==> src/rtl/assert_macros.svh <==
// Assertion macros for the histogram RTL, included by the back end.
`ifndef ASSERT_MACROS_SVH
`define ASSERT_MACROS_SVH

// Same-cycle implication, checked outside reset.
`define ASSERT_IMPL(label, ante, cons, msg) \
  label: assert property (@(posedge clk) disable iff (rst) (ante) |-> (cons)) \
    else $error(msg);

// Next-cycle implication, checked outside reset.
`define ASSERT_NEXT(label, ante, cons, msg) \
  label: assert property (@(posedge clk) disable iff (rst) (ante) |=> (cons)) \
    else $error(msg);

`endif

==> src/rtl/vehist_pkg.sv <==
// Shared constants, codes and item types of the variable edge histogram.
`default_nettype none

package vehist_pkg;

  localparam int LIMIT_SLOTS = 64;
  localparam int AGE_BOUND   = 200;
  localparam int LANES       = 8;
  localparam int ROWS        = LIMIT_SLOTS / LANES;
  localparam int BINS        = LIMIT_SLOTS + 2;
  localparam int QDEPTH      = 4;

  localparam int IDX_W  = 7;
  localparam int LIM_W  = 8;
  localparam int CNT_W  = 48;
  localparam int SUM_W  = 56;
  localparam int ROW_W  = $clog2(ROWS);
  localparam int LANE_W = $clog2(LANES);
  localparam int QPTR_W = $clog2(QDEPTH);
  localparam int QCNT_W = $clog2(QDEPTH + 1);
  localparam int ADDR_W = 3;
  localparam int DATA_W = 32;

  // register map
  localparam logic REG_LIMIT_COUNT = 1'b0;

  // input commands
  localparam logic [1:0] CMD_LIMIT = 2'd0;
  localparam logic [1:0] CMD_CLEAR = 2'd1;
  localparam logic [1:0] CMD_ADD   = 2'd2;
  localparam logic [1:0] CMD_READ  = 2'd3;

  // result status
  localparam logic [1:0] STAT_OK       = 2'd0;
  localparam logic [1:0] STAT_AGE_OOR  = 2'd1;
  localparam logic [1:0] STAT_NOT_INC  = 2'd2;
  localparam logic [1:0] STAT_SLOT_OOR = 2'd3;

  // back-end operations
  localparam logic [2:0] OP_REPORT = 3'd0;  // result known at classify time
  localparam logic [2:0] OP_LIMIT  = 3'd1;
  localparam logic [2:0] OP_CLEAR  = 3'd2;
  localparam logic [2:0] OP_COUNT  = 3'd3;  // add, bin still to be found
  localparam logic [2:0] OP_UPDATE = 3'd4;  // add to a known bin
  localparam logic [2:0] OP_READ   = 3'd5;

  localparam logic [SUM_W-1:0] SUM_MAX = {1'b0, {(SUM_W-1){1'b1}}};
  localparam logic [SUM_W-1:0] SUM_MIN = {1'b1, {(SUM_W-1){1'b0}}};

  typedef struct packed {
    logic [2:0]              op;
    logic [1:0]              status;
    logic [IDX_W-1:0]        bin;
    logic [LIM_W-1:0]        lim;
    logic [LIM_W-1:0]        age;
    logic signed [CNT_W-1:0] cnt;
    logic [IDX_W-1:0]        n;
  } job_t;

  typedef struct packed {
    logic [1:0]              status;
    logic [IDX_W-1:0]        bin_number;
    logic [LIM_W-1:0]        lower;
    logic [LIM_W-1:0]        upper;
    logic                    open;
    logic                    missing;
    logic signed [SUM_W-1:0] sum;
  } res_t;

endpackage

`default_nettype wire

==> src/rtl/vehist_front.sv <==
// Front end: configuration register and classification of incoming items.
`default_nettype none

module vehist_front import vehist_pkg::*; (
  input  logic                    clk,
  input  logic                    rst,
  input  logic                    psel,
  input  logic                    penable,
  input  logic                    pwrite,
  input  logic [ADDR_W-1:0]       paddr,
  input  logic [DATA_W-1:0]       pwdata,
  output logic [DATA_W-1:0]       prdata,
  output logic                    pready,
  input  logic                    push,
  output logic                    full,
  input  logic [1:0]              cmd,
  input  logic [IDX_W-1:0]        slot_index,
  input  logic [LIM_W-1:0]        limit_value,
  input  logic [LIM_W-1:0]        age,
  input  logic                    age_missing,
  input  logic signed [CNT_W-1:0] count,
  output logic                    q_push,
  input  logic                    q_full,
  output job_t                    q_job
);

  logic [IDX_W-1:0] limit_count;
  logic [IDX_W-1:0] n_used;
  logic [IDX_W-1:0] n_p1;
  logic             reg_sel;

  assign reg_sel = (paddr[ADDR_W-1] == REG_LIMIT_COUNT);

  always_ff @(posedge clk) begin
    if (rst) begin
      limit_count <= 7'd1;
    end else if (psel && penable && pwrite && reg_sel) begin
      limit_count <= pwdata[IDX_W-1:0];
    end
  end

  assign pready = 1'b1;
  assign prdata = reg_sel ? {{(DATA_W-IDX_W){1'b0}}, limit_count} : '0;

  always_comb begin
    if (limit_count == '0) begin
      n_used = 7'd1;
    end else if (limit_count > IDX_W'(LIMIT_SLOTS)) begin
      n_used = IDX_W'(LIMIT_SLOTS);
    end else begin
      n_used = limit_count;
    end
  end

  assign n_p1 = n_used + 7'd1;

  always_comb begin
    q_job.op     = OP_REPORT;
    q_job.status = STAT_OK;
    q_job.bin    = '0;
    q_job.lim    = limit_value;
    q_job.age    = age;
    q_job.cnt    = count;
    q_job.n      = n_used;
    case (cmd)
      CMD_LIMIT: begin
        q_job.bin = slot_index;
        if (slot_index >= IDX_W'(LIMIT_SLOTS)) begin
          q_job.status = STAT_SLOT_OOR;
        end else begin
          q_job.op = OP_LIMIT;
        end
      end
      CMD_CLEAR: begin
        q_job.op = OP_CLEAR;
      end
      CMD_ADD: begin
        if (age_missing) begin
          q_job.op  = OP_UPDATE;
          q_job.bin = n_p1;
        end else if (32'(age) >= AGE_BOUND) begin
          q_job.status = STAT_AGE_OOR;
        end else begin
          q_job.op = OP_COUNT;
        end
      end
      default: begin
        q_job.bin = slot_index;
        if (slot_index > n_p1) begin
          q_job.status = STAT_SLOT_OOR;
        end else begin
          q_job.op = OP_READ;
        end
      end
    endcase
  end

  assign full   = q_full;
  assign q_push = push && !q_full;

endmodule

`default_nettype wire

==> config.mk <==
export PLATFORM = sky130hd
export DESIGN_NAME = vehist_front
export DESIGN_NICKNAME = d
export VERILOG_FILES = /design/src/rtl/assert_macros.svh /design/src/rtl/vehist_pkg.sv /design/src/rtl/vehist_front.sv
export SDC_FILE = /design/constraint.sdc
export NUM_CORES = 1
export LEC_CHECK = 0
export ABC_CLOCK_PERIOD_IN_PS = 6900
export BUFFER_PORTS_ARGS = -buffer_cell sky130_fd_sc_hd__clkbuf_2
export CORE_AREA = 3 3 90 92
export DETAILED_ROUTE_END_ITERATION = 16
export DIE_AREA = 0 0 93 95
export PLACE_DENSITY = 0.62
export SLEW_MARGIN = 25
export SYNTH_ARGS = -nofsm -noshare
export SYNTH_HDL_FRONTEND = slang
export SYNTH_SLANG_ARGS = --single-unit
==> constraint.sdc <==
create_clock -name clk -period 6.9 [get_ports clk]
set_clock_uncertainty 0.05 [all_clocks]
set_input_delay 1.38 -clock clk [delete_from_list [all_inputs] [get_ports clk]]
set_output_delay 1.38 -clock clk [all_outputs]
set_load 0.03 [all_outputs]
==> run summary <==
The run finished with clean final reports. The average vias per placed instance is 3.92, and the peak clock frequency supported by timing is 227 MHz. The number of flip-flops in the largest register was 7. The tools report the share of power burned in combinational logic as 45.4%. In the post-route analysis, the smallest setup slack over all paths is 2490 ps.

The longest clock path from root to sink contains 2 buffers. The tools report the total power as 184 uW. Clock tree synthesis selected as its root buffer the cell sky130_fd_sc_hd__clkbuf_8. The min-delay analysis places its worst path in the category reg -> reg.

Area share of the largest cell type after synthesis: 44.5%. For the number of DRC markers in iteration 0, the log shows 36. Setup repair after global routing left no endpoint under its margin.

The floorplan step defined a die boundary enclosing 0.00884 sq mm. The post-synthesis cell count came out at 211. The clock network is responsible for 31.0% of the overall power. The startpoint type of the worst setup path is a flip-flop. The die extent in x works out to 93 um. The number of standard-cell rows in the floorplan was 31. TritonCTS built the clock tree. Hold violation total from the final report: 0. Sequential cells burn 23.6% of the power. Counting the buffers created by CTS gives 3.

For the global placer's final weighted congestion, the log shows 0.799. The HPWL after detailed placement is 3.68 mm. The tools report the storage element area as 140 sq um. Once layout is complete, the utilization of the core stands at 19.2%.

The run gives 230 ps as the clock insertion delay at the later pin of the skew report. Kind of capture point of the worst setup path: an output pin. At the worst endpoint, the arrival time is 2980 ps. In this run the mean area of a mapped cell was 7.28 sq um. Counting flops and latches in the post-synthesis netlist gives 7.

After clock tree synthesis, the clock-pin slew on the worst setup and hold paths is 40 ps. In this run the power spent charging and discharging nets is 80.2 uW. In this run, synthesis inferred 0 flip-flops with an integrated enable. The run gives 4 as the total iterations of the first detailed-routing run. By startpoint and endpoint, the worst setup path is classified as reg -> out.

Measured against its own limit, the worst slew margin works out to 60.6%. The run gives 4.19 mm as the wire length after detailed routing. The routed wirelength normalized by instance count was 13.8 um.

Setup violations remaining at the end of the flow were counted as 0. The largest total area in the synthesized netlist belongs to sky130_fd_sc_hd__buf_4. Dividing the final minimum period by the clock period gives 63.8%. Counting the fill cells in the layout gives 841. The routed layout has 1193 vias.

The number of global-route vias before repair was 1144; the number of distinct standard cells referenced by the synthesized netlist was 37. The initial utilization of the core area, before any placement, comes to 21.1%. Once the clock tree was built, the resizer swapped 0 gates to a different size. Once placement finished, the instance area stood at 0.00136 sq mm. The pin count of the biggest net entering global routing is 17.

In this run the static leakage power is 0.000758 uW. The actual transition at the worst max-transition pin is 584 ps, and the number of nets at the end of the flow is 329. For the data required time at the worst endpoint, the log shows 5470 ps.

After synthesis, the share of flip-flops with an asynchronous set or reset is 0%. The global-route total usage across every layer came out at 8.88%. With fillers left out, the area of the finished cells amounts to 0.00140 sq mm. The final critical delay including setup and external delays came out at 4410 ps. In the routed design, unresolved DRC markers number 0. Timing analysis after detailed placement gives a worst setup slack of 2650 ps.

Global routing finished with a remaining overflow of 0. The tools report the count of final max-slew check failures as 0. Among all flip-flop cells after synthesis, the most frequent one is sky130_fd_sc_hd__dfxtp_1. Largest register by flop count: limit_count. For this design, the CTS-stage hold fixing added 0 buffers.

The tools report the first-pass GRT wire length as 5.95 mm. The area growth from synthesis to layout is -8.72%. The y dimension of the die came out at 95 um. The port buffer count was 62; the area of the core region was 0.00729 sq mm. The total power density per cell area was 132 mW/mm^2. The number of antenna violations at the first check in global routing came out at 0.

Internal power comes to 104 uW. In this run the worst path has a maximum fanout of 16. 234 I/O pins were placed. Clock tree synthesis found a total of 7 sinks. The tools report the maximum level of the CTS H-tree as 1. Yosys attributes the largest share of cell area to sky130_fd_sc_hd__buf_4 (44%), sky130_fd_sc_hd__dfxtp_1 (9.1%), sky130_fd_sc_hd__ha_1 (5.7%). Once detail routing completed, the nets flagged for antenna violations numbered 0. Proportion of total power due to net switching: 43.5%. In the final timing run, aggregate negative setup slack is 0 ps. Proportion of layout cells with a drive suffix above 1: 32.7%.

The largest registers in the layout are limit_count: 7 flops. The sequential share of the synthesized area came out at 9.13%. The run gives 80.9 uV as the highest ir drop seen on vdd. The repair_antennas step left the layout with diodes totalling 0. In this run the cell area of the synthesized design comes to 0.00154 sq mm. Max-cap violations in this run came to 0. The logs give 0 for the total number of yosys warnings and 0 for the setup fix buffers added after clock tree synthesis.

The multi-input combinational cells in the finished layout cover a total of 759 sq um.
## area by class of cell
class | instances | area share (%)
flip-flops and latches | 7 | 10.0
repair buffers | 62 | 22.1
well taps | 99 | 8.84
multi-input cells | 126 | 54.2
clock buffers | 4 | 3.21
inverters | 6 | 1.61
## layout by cell type, fill, tap and decap left out, types with 2 or more instances in the layout
master                     synthesis  routed
sky130_fd_sc_hd__a211o_1           2       2
sky130_fd_sc_hd__conb_1            2      26
sky130_fd_sc_hd__a21oi_1           4       4
sky130_fd_sc_hd__and2_1            2       2
sky130_fd_sc_hd__ha_1              7       7
sky130_fd_sc_hd__clkbuf_8          0       3
sky130_fd_sc_hd__xnor2_1           3       3
sky130_fd_sc_hd__o21bai_1          2       2
sky130_fd_sc_hd__nand3_1           5       5
sky130_fd_sc_hd__a21o_1            2       2
sky130_fd_sc_hd__inv_1             6       6
sky130_fd_sc_hd__mux2i_1           6       6
sky130_fd_sc_hd__o21ai_0          12      12
sky130_fd_sc_hd__a31oi_1           2       2
sky130_fd_sc_hd__nand4_1           2       2
sky130_fd_sc_hd__dfxtp_1           7       7
sky130_fd_sc_hd__o211ai_1          2       2
sky130_fd_sc_hd__clkbuf_2          0      62
sky130_fd_sc_hd__nand4b_1          2       2
sky130_fd_sc_hd__nand2b_1          3       3
sky130_fd_sc_hd__nor2_1           11      11
sky130_fd_sc_hd__nand2_1           8       8
sky130_fd_sc_hd__nor2b_1          11      11
sky130_fd_sc_hd__nor3_1            2       2
## power by group through the flow
| stage | clock network (uW) | logic [uW] | registers [uW] |
|---|---|---|---|
| after floorplan | 0 | 138 | 43.3 |
| after global placement | 0 | 83.7 | 44.2 |
| after detailed placement | 0 | 84.3 | 44.2 |
| after CTS | 59.6 | 84.5 | 43.5 |
| after global routing | 62.5 | 91.6 | 43.7 |
| final | 57.1 | 83.8 | 43.5 |
## worst max-delay path, cell delays in order (launching register included)
cell and delay (ps):
sky130_fd_sc_hd__dfxtp_1 650, sky130_fd_sc_hd__and2b_1 270, sky130_fd_sc_hd__and3_1 190, sky130_fd_sc_hd__xnor2_1 150
sky130_fd_sc_hd__a21o_1 170, sky130_fd_sc_hd__ha_1 280, sky130_fd_sc_hd__a211oi_1 240, sky130_fd_sc_hd__o21bai_1 100
sky130_fd_sc_hd__o21bai_1 270, sky130_fd_sc_hd__a221o_1 220, sky130_fd_sc_hd__clkbuf_2 210
## through the flow
step,instances,hold WS (ps)
6_report,304,484
5_1_grt,304,512
2_1_floorplan,235,447
3_5_place_dp,300,477
3_3_place_gp,300,471
4_1_cts,304,486
## logic make-up (layout without fill, tap and decap cells)
group / Yosys count / in the layout / synth area share (%)
AOI/OAI and AO/OA: 31 / 31 / 12.8
xor gates and xnor gates: 4 / 4 / 2.28
adders and majority gates: 7 / 7 / 5.70
buffers and inverters: 102 / 72 / 47.3
DFF: 7 / 7 / 9.13
muxes: 7 / 7 / 4.65
other: 2 / 26 / 0.489
and+or+nand+nor: 51 / 51 / 17.7
## worst paths after layout
kind                                                  start                          end  slack, ps  cells after the start
worst min register to register  limit_count[0]$_SDFFE_PP1P_  limit_count[0]$_SDFFE_PP1P_        480                      1
worst max register to register  limit_count[6]$_SDFFE_PP0P_  limit_count[6]$_SDFFE_PP0P_       5890                      2
worst min-delay path            limit_count[0]$_SDFFE_PP1P_  limit_count[0]$_SDFFE_PP1P_        480                      1
worst max-delay path            limit_count[6]$_SDFFE_PP0P_                    q_job[80]       2490                     10
## routing by layer
| metal | wire [um] | global-route usage, % | vias to the layer above |
|---|---|---|---|
| li1 | - | - | 573 |
| met1 | 1300 | 7.84 | 511 |
| met2 | 1920 | 14.8 | 79 |
| met3 | 729 | 6.14 | 30 |
| met4 | 242 | 5.49 | 0 |
| met5 | 0 | 0 | - |
## cell usage after synthesis, drive strengths merged, types with 4 or more instances
master / count
dfxtp: 7
nand2: 8
o21ai: 13
mux2i: 6
nor2: 11
buf: 92
ha: 7
inv: 6
clkbuf: 4
a21oi: 4
nor2b: 11
nand3: 5
Power figures use the tool's default switching activity.
