[src/rtl/assert_macros.svh]
// Assertion macros for the histogram RTL, included by the back end.
`ifndef ASSERT_MACROS_SVH
`define ASSERT_MACROS_SVH

// Same-cycle implication, checked outside reset.
`define ASSERT_IMPL(label, ante, cons, msg) \
  label: assert property (@(posedge clk) disable iff (rst) (ante) |-> (cons)) \
    else $error(msg);

// Next-cycle implication, checked outside reset.
`define ASSERT_NEXT(label, ante, cons, msg) \
  label: assert property (@(posedge clk) disable iff (rst) (ante) |=> (cons)) \
    else $error(msg);

`endif

[src/rtl/vehist_pkg.sv]
// Shared constants, codes and item types of the variable edge histogram.
`default_nettype none

package vehist_pkg;

  localparam int LIMIT_SLOTS = 64;
  localparam int AGE_BOUND   = 200;
  localparam int LANES       = 8;
  localparam int ROWS        = LIMIT_SLOTS / LANES;
  localparam int BINS        = LIMIT_SLOTS + 2;
  localparam int QDEPTH      = 4;

  localparam int IDX_W  = 7;
  localparam int LIM_W  = 8;
  localparam int CNT_W  = 48;
  localparam int SUM_W  = 56;
  localparam int ROW_W  = $clog2(ROWS);
  localparam int LANE_W = $clog2(LANES);
  localparam int QPTR_W = $clog2(QDEPTH);
  localparam int QCNT_W = $clog2(QDEPTH + 1);
  localparam int ADDR_W = 3;
  localparam int DATA_W = 32;

  // register map
  localparam logic REG_LIMIT_COUNT = 1'b0;

  // input commands
  localparam logic [1:0] CMD_LIMIT = 2'd0;
  localparam logic [1:0] CMD_CLEAR = 2'd1;
  localparam logic [1:0] CMD_ADD   = 2'd2;
  localparam logic [1:0] CMD_READ  = 2'd3;

  // result status
  localparam logic [1:0] STAT_OK       = 2'd0;
  localparam logic [1:0] STAT_AGE_OOR  = 2'd1;
  localparam logic [1:0] STAT_NOT_INC  = 2'd2;
  localparam logic [1:0] STAT_SLOT_OOR = 2'd3;

  // back-end operations
  localparam logic [2:0] OP_REPORT = 3'd0;  // result known at classify time
  localparam logic [2:0] OP_LIMIT  = 3'd1;
  localparam logic [2:0] OP_CLEAR  = 3'd2;
  localparam logic [2:0] OP_COUNT  = 3'd3;  // add, bin still to be found
  localparam logic [2:0] OP_UPDATE = 3'd4;  // add to a known bin
  localparam logic [2:0] OP_READ   = 3'd5;

  localparam logic [SUM_W-1:0] SUM_MAX = {1'b0, {(SUM_W-1){1'b1}}};
  localparam logic [SUM_W-1:0] SUM_MIN = {1'b1, {(SUM_W-1){1'b0}}};

  typedef struct packed {
    logic [2:0]              op;
    logic [1:0]              status;
    logic [IDX_W-1:0]        bin;
    logic [LIM_W-1:0]        lim;
    logic [LIM_W-1:0]        age;
    logic signed [CNT_W-1:0] cnt;
    logic [IDX_W-1:0]        n;
  } job_t;

  typedef struct packed {
    logic [1:0]              status;
    logic [IDX_W-1:0]        bin_number;
    logic [LIM_W-1:0]        lower;
    logic [LIM_W-1:0]        upper;
    logic                    open;
    logic                    missing;
    logic signed [SUM_W-1:0] sum;
  } res_t;

endpackage

`default_nettype wire

[src/rtl/vehist_jobq.sv]
// Short job queue between the front end and the back end.
`default_nettype none

module vehist_jobq import vehist_pkg::*; (
  input  logic clk,
  input  logic rst,
  input  logic push,
  input  job_t din,
  output logic full,
  input  logic pop,
  output logic empty,
  output job_t dout
);

  job_t              mem [QDEPTH];
  logic [QPTR_W-1:0] wp;
  logic [QPTR_W-1:0] rp;
  logic [QCNT_W-1:0] cnt;
  logic              do_push;
  logic              do_pop;

  assign full    = (cnt == QCNT_W'(QDEPTH));
  assign empty   = (cnt == '0);
  assign do_push = push && !full;
  assign do_pop  = pop && !empty;
  assign dout    = mem[rp];

  always_ff @(posedge clk) begin
    if (rst) begin
      wp  <= '0;
      rp  <= '0;
      cnt <= '0;
    end else begin
      if (do_push) begin
        wp <= wp + 1'b1;
      end
      if (do_pop) begin
        rp <= rp + 1'b1;
      end
      if (do_push && !do_pop) begin
        cnt <= cnt + 1'b1;
      end else if (do_pop && !do_push) begin
        cnt <= cnt - 1'b1;
      end
    end
  end

  always_ff @(posedge clk) begin
    if (do_push) begin
      mem[wp] <= din;
    end
  end

endmodule

`default_nettype wire

[config.mk]
export PLATFORM = sky130hd
export DESIGN_NAME = vehist_jobq
export DESIGN_NICKNAME = d
export VERILOG_FILES = /design/src/rtl/assert_macros.svh /design/src/rtl/vehist_pkg.sv /design/src/rtl/vehist_jobq.sv
export SDC_FILE = /design/constraint.sdc
export NUM_CORES = 1
export LEC_CHECK = 0
export ABC_CLOCK_PERIOD_IN_PS = 3600
export BUFFER_PORTS_ARGS = -buffer_cell sky130_fd_sc_hd__buf_2
export CAP_MARGIN = 20
export CORE_ASPECT_RATIO = 1.4
export CORE_MARGIN = 4
export CORE_UTILIZATION = 57
export CTS_CLUSTER_DIAMETER = 60
export DETAILED_ROUTE_END_ITERATION = 10
export PLACE_DENSITY_LB_ADDON = 0.25
export SLEW_MARGIN = 20
export SYNTH_ARGS = -nofsm -noshare
export SYNTH_HDL_FRONTEND = slang
export SYNTH_SLANG_ARGS = --single-unit
export TNS_END_PERCENT = 5
[constraint.sdc]
create_clock -name clk -period 3.6 [get_ports clk]
set_input_delay 0.54 -clock clk [delete_from_list [all_inputs] [get_ports clk]]
set_output_delay 0.54 -clock clk [all_outputs]
set_load 0.005 [all_outputs]
==> summary.md, run 1 <==
| Metric | Value |
|---|---|
| Status | `complete, no violations` |
| Core ar. | `approximately 21000 sq um` |
| Distinct cells, synth | `21` |
| Initial Utilization | `about three fifths` |
| CP Class | `flip-flop to output pin` |
| Post-synth top area cell | `edfxtp_1` |
| Area of the die | `24300 sq um` |
| Overall routing resource usage | `18.7%` |
| Sequential Power Share | `approximately 50%` |
| Pin count of the biggest net entering global routing | `53` |
| RSZ-0062 raised after global routing | `false` |
| Power Internal | `approximately 7500 uW` |
| Final hold violations | `0` |
| Layout cells sized above 1 | `between 40% and 50%` |
| Net Sw Frac | `around 25%` |
| Final core occ | `68.3%` |
| Area Growth Syn to Fin | `17.3%` |
| Slew Viols, Final | `0` |
| Number of global-route vias before repair | `approximately 6000` |
| CTS Buf Count | `30` |
| Clock power frac | `between 20% and 30%` |
| Synthesized area per cell | `about 26 sq um` |
| Setup Buffers After CTS | `0` |
| Yosys top cell area share | `about four fifths` |
| DRC viols | `0` |
| Synth top area cells | `edfxtp_1 80%, mux4_2 15%, dfxtp_1 1.4%` |
| Sequential share of the synthesized area | `between 80% and 90%` |
| Layout Cells excl Fill | `approximately 990` |
| Switching pwr | `between 2000 and 2500 uW` |
| Crit Path Max Fanout | `44` |
| Routability cong. | `between 0.7 and 0.8` |
| CP arrival | `about 2200 ps` |
| CTS tree | `built` |
| Req. time, crit path | `between 3000 and 4000 ps` |
| Initial antenna violation count | `5` |
| H-tree lvl count | `1` |
| Post-CTS sizing | `0` |
| Placed insts | `around 940` |
| Fin crit share | `77.3%` |
| Max Root-Sink Buffers | `3` |
| First-pass GRT wire length | `35000 um` |
| Most common cell in the synthesized netlist | `edfxtp_1` |
| Clock sink total | `~340` |
| GRT Residual Overflow | `0` |
| Drt wl/cell | `roughly 23 um` |
| CTS Hold Bufs | `0` |
| Max Clock Skew | `about 13 ps` |
| Post-synthesis register bit count | `roughly 340` |
| CTS root buf | `clkbuf_16` |
| Maximum VDD drop | `about 0.46 mV` |
| P_leak | `~0.0049 uW` |
| Setup crit start kind | `flip-flop` |
| Final HPWL from detailed placement | `14200 um` |
| Hold WC Path Type | `primary input to flip-flop` |
| Pwr Density | `684 nW/um^2` |
| Number of top-level pins | `172` |
| Rel. slew slack | `55.4%` |
| FP Rows | `63` |
| Die Width | `133 um` |
| Warnings from Yosys | `0` |
| Final setup vio count | `0` |
| Number of synthesized flops with an enable pin | `between 300 and 400` |
| Port-buffer cells | `171` |
| Max-cap violation count | `0` |
| Clock insertion delay at the later pin of the skew report | `550 ps` |
| Asr flop ratio synth | `0%` |
| Worst-path clk slew | `60 ps` |
| Cell Area, Synth | `between 10000 and 15000 sq um` |
| Final setup TNS | `0 ps` |
| Logic pwr share | `a little over a fifth` |
| Worst-margin pin slew | `between 600 and 700 ps` |
| Synth Net Count | `~570` |
| DRT antenna net count | `0` |
| Fmax achieved | `approximately 0.36 GHz` |
| Final WL | `between 20000 and 25000 um` |
| DR vias | `roughly 5600` |
| Commonest cells in the netlist | `332 x edfxtp_1, 83 x mux4_2, 9 x buf_2, 9 x dfxtp_1, 8 x buf_6` |
| Vias per inst | `between 5 and 6` |
| Worst setup EP type | `output pin` |
| Height of the chip | `approximately 180 um` |
| Final #Nets | `between 700 and 800` |
| Fin crit period | `around 2800 ps` |
| Initial DRC count | `about 340` |
| First-pass detailed-route iteration total | `4` |
| Top_reg_cell synth | `edfxtp_1` |
| Syn Inst Count | `approximately 480` |
| Hold WS | `199 ps` |
## power by group through the flow
stage                     Sequential [uW]  Combinational [uW]  Clock, uW
after detailed placement             5030                2170          0
after global placement               5000                2150          0
after floorplan                      4950                1410          0
after global routing                 4970                2300       3180
final                                4940                2120       2930
after CTS                            4950                2180       2990
## cell usage in the layout, fill, tap and decap left out, types with 4 or more instances in the layout
cell / Yosys / layout
and2_4: 0 / 4
buf_12: 0 / 6
buf_2: 9 / 171
buf_4: 0 / 5
clkbuf_1: 2 / 8
clkbuf_16: 0 / 31
clkinv_1: 0 / 8
clkinv_2: 0 / 4
dfxtp_1: 9 / 7
edfxtp_1: 332 / 332
ha_1: 5 / 5
inv_1: 4 / 4
mux4_2: 83 / 83
nor2_1: 6 / 6
xor2_1: 4 / 4
## worst max-delay path, cell delays in order (launching register included)
cell and delay [ps]:
dfxtp_4 750, buf_12 330, mux4_2 380, buf_2 150
## registers in the layout, indices dropped and copies added, names as in the netlist, named ones only
signal	count
mem	332
rp	2
wp	2
cnt	3
## logic make-up (layout without fill, tap and decap cells)
kind of cell	Yosys count	after routing	synth area share [%]
adder cells (fa/ha/maj)	6	6	0.664
AND/OR/NAND/NOR	16	16	0.724
other	0	2	0
buffers and inverters	23	239	1.27
XOR/XNOR	4	4	0.282
flip-flops	341	341	81.6
AO/OA/AOI/OAI	6	6	0.292
multiplexers	85	85	15.2
## path summary, 6_finish.rpt
check	start	end	slack (ps)	depth (start not counted)
worst max-delay path	flip-flop	dout[55]	820	3
worst max register to register	cnt[0]$_SDFFE_PP0P_	cnt[2]$_SDFFE_PP0P_	1290	8
worst min-delay path	din[70]	mem[0][70]$_DFFE_PP_	200	1
worst min register to register	cnt[2]$_SDFFE_PP0P_	cnt[2]$_SDFFE_PP0P_	540	2
## metrics by stage
stage	setup WS [ps]	cell area, sq um	total power [uW]
after floorplan	339	12400	6350
after global placement	1230	13700	7140
after detailed placement	1200	13700	7200
after CTS	800	14600	10100
after global routing	740	14600	10500
final	816	14600	9990
## per-layer routing
layer,up-vias,wire length [um],GRT usage [%]
met5,-,35,0
li1,2452,-,-
met3,42,1370,4.03
met2,179,11800,31.4
met1,2910,8560,24.4
met4,6,677,7.11
## area by class of cell
class | instances | area, sq um
diodes | 2 | 5.00
clock buffers | 39 | 806
clock inverters | 14 | 91.3
fillers | 1330 | 6770
inverters | 4 | 15.0
multi-input cells | 117 | 2140
flip-flops and latches | 341 | 10200
well taps | 292 | 365
repair buffers | 182 | 1010
Power figures use the tool's default switching activity.
==> run 2: changes to the inputs <==
- ABC_CLOCK_PERIOD_IN_PS: 3600 -> 2300
- CORE_UTILIZATION: 57 -> 51
- clock period: 3.6 -> 2.3 ns (I/O delays scaled with it)
==> run 2 against run 1 <==
Final cell count up 5.5%. Register-to-register slack got worse by 1100 ps. Global-route usage fell by 1.8 points. Via count is 0.72% higher. Sequential power is 55% higher. Clock skew decreased by 3.6 ps. Flip-flop and latch count stayed put. Critical endpoint is now dout[53].
==> summary.md, run 2 (synthesized netlist as in run 1, its figures left out) <==
| Metric | Value |
|---|---|
| Status | `complete, no violations (unchanged)` |
| Post-route cell area | `15300 sq um (was 14600 sq um)` |
| Final core occ | `63.9% (was 68.3%)` |
| Cells along the critical path | `buf_12 > buf_12 > mux4_2 > buf_2 (was buf_12 > mux4_2 > buf_2)` |
| DRC viols | `0 (unchanged)` |
| Worst setup EP type | `output pin (unchanged)` |
| Req. time, crit path | `1960 ps (was 3060 ps)` |
| Number of global-route vias before repair | `6222 (was 6043)` |
| CP max-delay cell | `mux4_2 (was dfxtp_4)` |
| CTS Buf Count | `31 (was 30)` |
| DR vias | `5629 (was 5589)` |
| Final #Nets | `805 (was 769)` |
| Crit Path Max Fanout | `12 (was 44)` |
| DRT antenna net count | `0 (unchanged)` |
| Critical path depth in cells | `4 (was 3)` |
| CP Buf/Inv Count | `3 (was 2)` |
| P_leak | `0.00518 uW (was 0.00488 uW)` |
| Worst-margin pin slew | `473 ps (was 669 ps)` |
| Layout cells sized above 1 | `46.9% (was 44.3%)` |
| Max reg flops | `332 (unchanged)` |
| Slew Viols, Final | `0 (unchanged)` |
| CP top delay family | `multiplexers (was flip-flops)` |
| Setup crit start kind | `flip-flop (unchanged)` |
| Drt wl/cell | `22.1 um (was 22.7 um)` |
| Pin count of the biggest net entering global routing | `47 (was 53)` |
| Hold WC Path Type | `primary input to flip-flop (unchanged)` |
| FP Rows | `67 (was 63)` |
| Port-buffer cells | `171 (unchanged)` |
| First-pass detailed-route iteration total | `4 (unchanged)` |
| CP Class | `flip-flop to output pin (unchanged)` |
| Max Root-Sink Buffers | `3 (unchanged)` |
| Overall routing resource usage | `16.9% (was 18.7%)` |
| Fmax achieved | `~0.44 GHz` |
| Worst Setup EP | `dout[53] (was dout[55])` |
| Core ar. | `24000 sq um (was 21400 sq um)` |
| Total power | `16800 uW (was 9990 uW)` |
| Reg2reg path depth | `8 (unchanged)` |
| Final setup TNS | `0 ps (unchanged)` |
| GRT Residual Overflow | `0 (unchanged)` |
| RSZ-0062 raised after global routing | `true (was false)` |
| Top reg by flops | `mem (unchanged)` |
| CP max stage delay | `540 ps (was 750 ps)` |
| First-pass GRT wire length | `35200 um (was 35000 um)` |
| Placed insts | `962 (was 936)` |
| Initial DRC count | `275 (was 337)` |
| Number of top-level pins | `172 (unchanged)` |
| Routability cong. | `0.705 (was 0.754)` |
| Clock sink total | `341 (unchanged)` |
| Reg-to-Reg End | `cnt[2]$_SDFFE_PP0P_ (unchanged)` |
| Area Growth Syn to Fin | `23.1% (was 17.3%)` |
| Layout Cells excl Fill | `1046 (was 991)` |
| Final HPWL from detailed placement | `14400 um (was 14200 um)` |
| R2R Setup Slk | `200 ps (was 1290 ps)` |
| H-tree lvl count | `1 (unchanged)` |
| Final hold violations | `0 (unchanged)` |
| Maximum VDD drop | `0.864 mV (was 0.460 mV)` |
| Max Clock Skew | `9.04 ps (was 12.6 ps)` |
| Most frequent cell on the critical path | `buf_12` |
| Vias per inst | `5.38 (was 5.64)` |
| Height of the chip | `193 um (was 183 um)` |
| Rel. slew slack | `68.1% (was 55.4%)` |
| Die Width | `140 um (was 133 um)` |
| Clock insertion delay at the later pin of the skew report | `540 ps (was 550 ps)` |
| # diodes | `0 (was 2)` |
| Final setup vio count | `0 (unchanged)` |
| Area of the die | `27000 sq um (was 24300 sq um)` |
| Final WL | `23100 um (was 22500 um)` |
| Fin crit period | `between 2000 and 2500 ps` |
| CTS tree | `built (unchanged)` |
| Max-cap violation count | `0 (unchanged)` |
| Commonest non-fill, non-tap cell in the layout | `edfxtp_1 (unchanged)` |
| Fin crit share | `between 90 and 100%` |
| Top flop regs | `mem: 332 flops, cnt: 3 flops (unchanged)` |
| CP arrival | `1920 ps (was 2240 ps)` |
| DP Area | `13900 sq um (was 13700 sq um)` |
| Pwr Density | `1100 nW/um^2 (was 684 nW/um^2)` |
| Worst-path clk slew | `70 ps (was 60 ps)` |
| Initial Utilization | `51.9% (was 58.2%)` |
| CTS root buf | `clkbuf_16 (unchanged)` |
| Most frequent cells in the layout | `332 x edfxtp_1, 169 x buf_2, 83 x mux4_2 (was 332 x edfxtp_1, 171 x buf_2, 83 x mux4_2)` |
| Critical R2R Launch | `cnt[2]$_SDFFE_PP0P_ (was cnt[0]$_SDFFE_PP0P_)` |
| Initial antenna violation count | `2 (was 5)` |
## run 2: cell count changes in the layout (fill, tap and decap cells not counted), moves of 3 or more
cell | previous run | this run
buf_12 | 6 | 17
buf_6 | 0 | 3
bufinv_16 | 1 | 5
clkbuf_1 | 8 | 1
clkinv_1 | 8 | 2
clkinv_2 | 4 | 8
clkinvlp_4 | 0 | 5
dlygate4sd3_1 | 0 | 19
inv_6 | 0 | 3
## run 2: worst min-delay path by stage
stage	start	endpoint	slack (ps)	depth (start not counted)
final	din[5]	mem[2][5]$_DFFE_PP_	20	1
after detailed placement	rp[0]$_SDFFE_PP0P_	flip-flop	520	2
after floorplan	din[0]	mem[0][0]$_DFFE_PP_	440	0
after CTS	din[31]	mem[2][31]$_DFFE_PP_	0.2	1
after global routing	din[52]	mem[2][52]$_DFFE_PP_	0.2	1
after global placement	wp[1]$_SDFFE_PP0P_	wp[1]$_SDFFE_PP0P_	490	2
## run 2: final cells by class
class / instances / area, sq um
sequential: 341 / 10200
inverter: 4 / 15.0
timing repair buffer: 217 / 1540
clock buffer: 32 / 779
multi-input combinational: 117 / 2150
fill: 1651 / 8670
clock inverter: 25 / 279
tap: 310 / 388
## run 2: through the flow
stage               setup WS (ps)  hold WS [ps]
finish                       34.2          22.3
global route                -30.4         0.175
CTS                         -12.2         0.167
detailed placement           84.3           520
global placement              245           493
floorplan                  -0.677           444
## run 2: layer usage
| layer | GRT usage [%] | vias to the layer above | share of wire (%) |
|---|---|---|---|
| met1 | 20.6 | 2936 | 38 |
| met4 | 3.80 | 4 | 1.6 |
| li1 | - | 2520 | - |
| met3 | 3.57 | 35 | 5.2 |
| met2 | 31.0 | 134 | 55 |
| met5 | 0 | - | 0.10 |
## run 2: report_power, final
group,leakage [uW],switching (uW),internal (uW)
Sequential,0.00312,176,7470
Clock,0.000511,2190,3050
Combinational,0.00155,1730,2200
Total,0.00518,4090,12700
## run 2: what timing repair did
item | in CTS | in global routing
setup endpoints to repair | 82 | 40
buffers inserted | 3 | 3
endpoints found under the hold margin | 61 | 1
hold buffers | 18 | 1
cloned | 0 | 2
gates resized for setup | 0 | 9
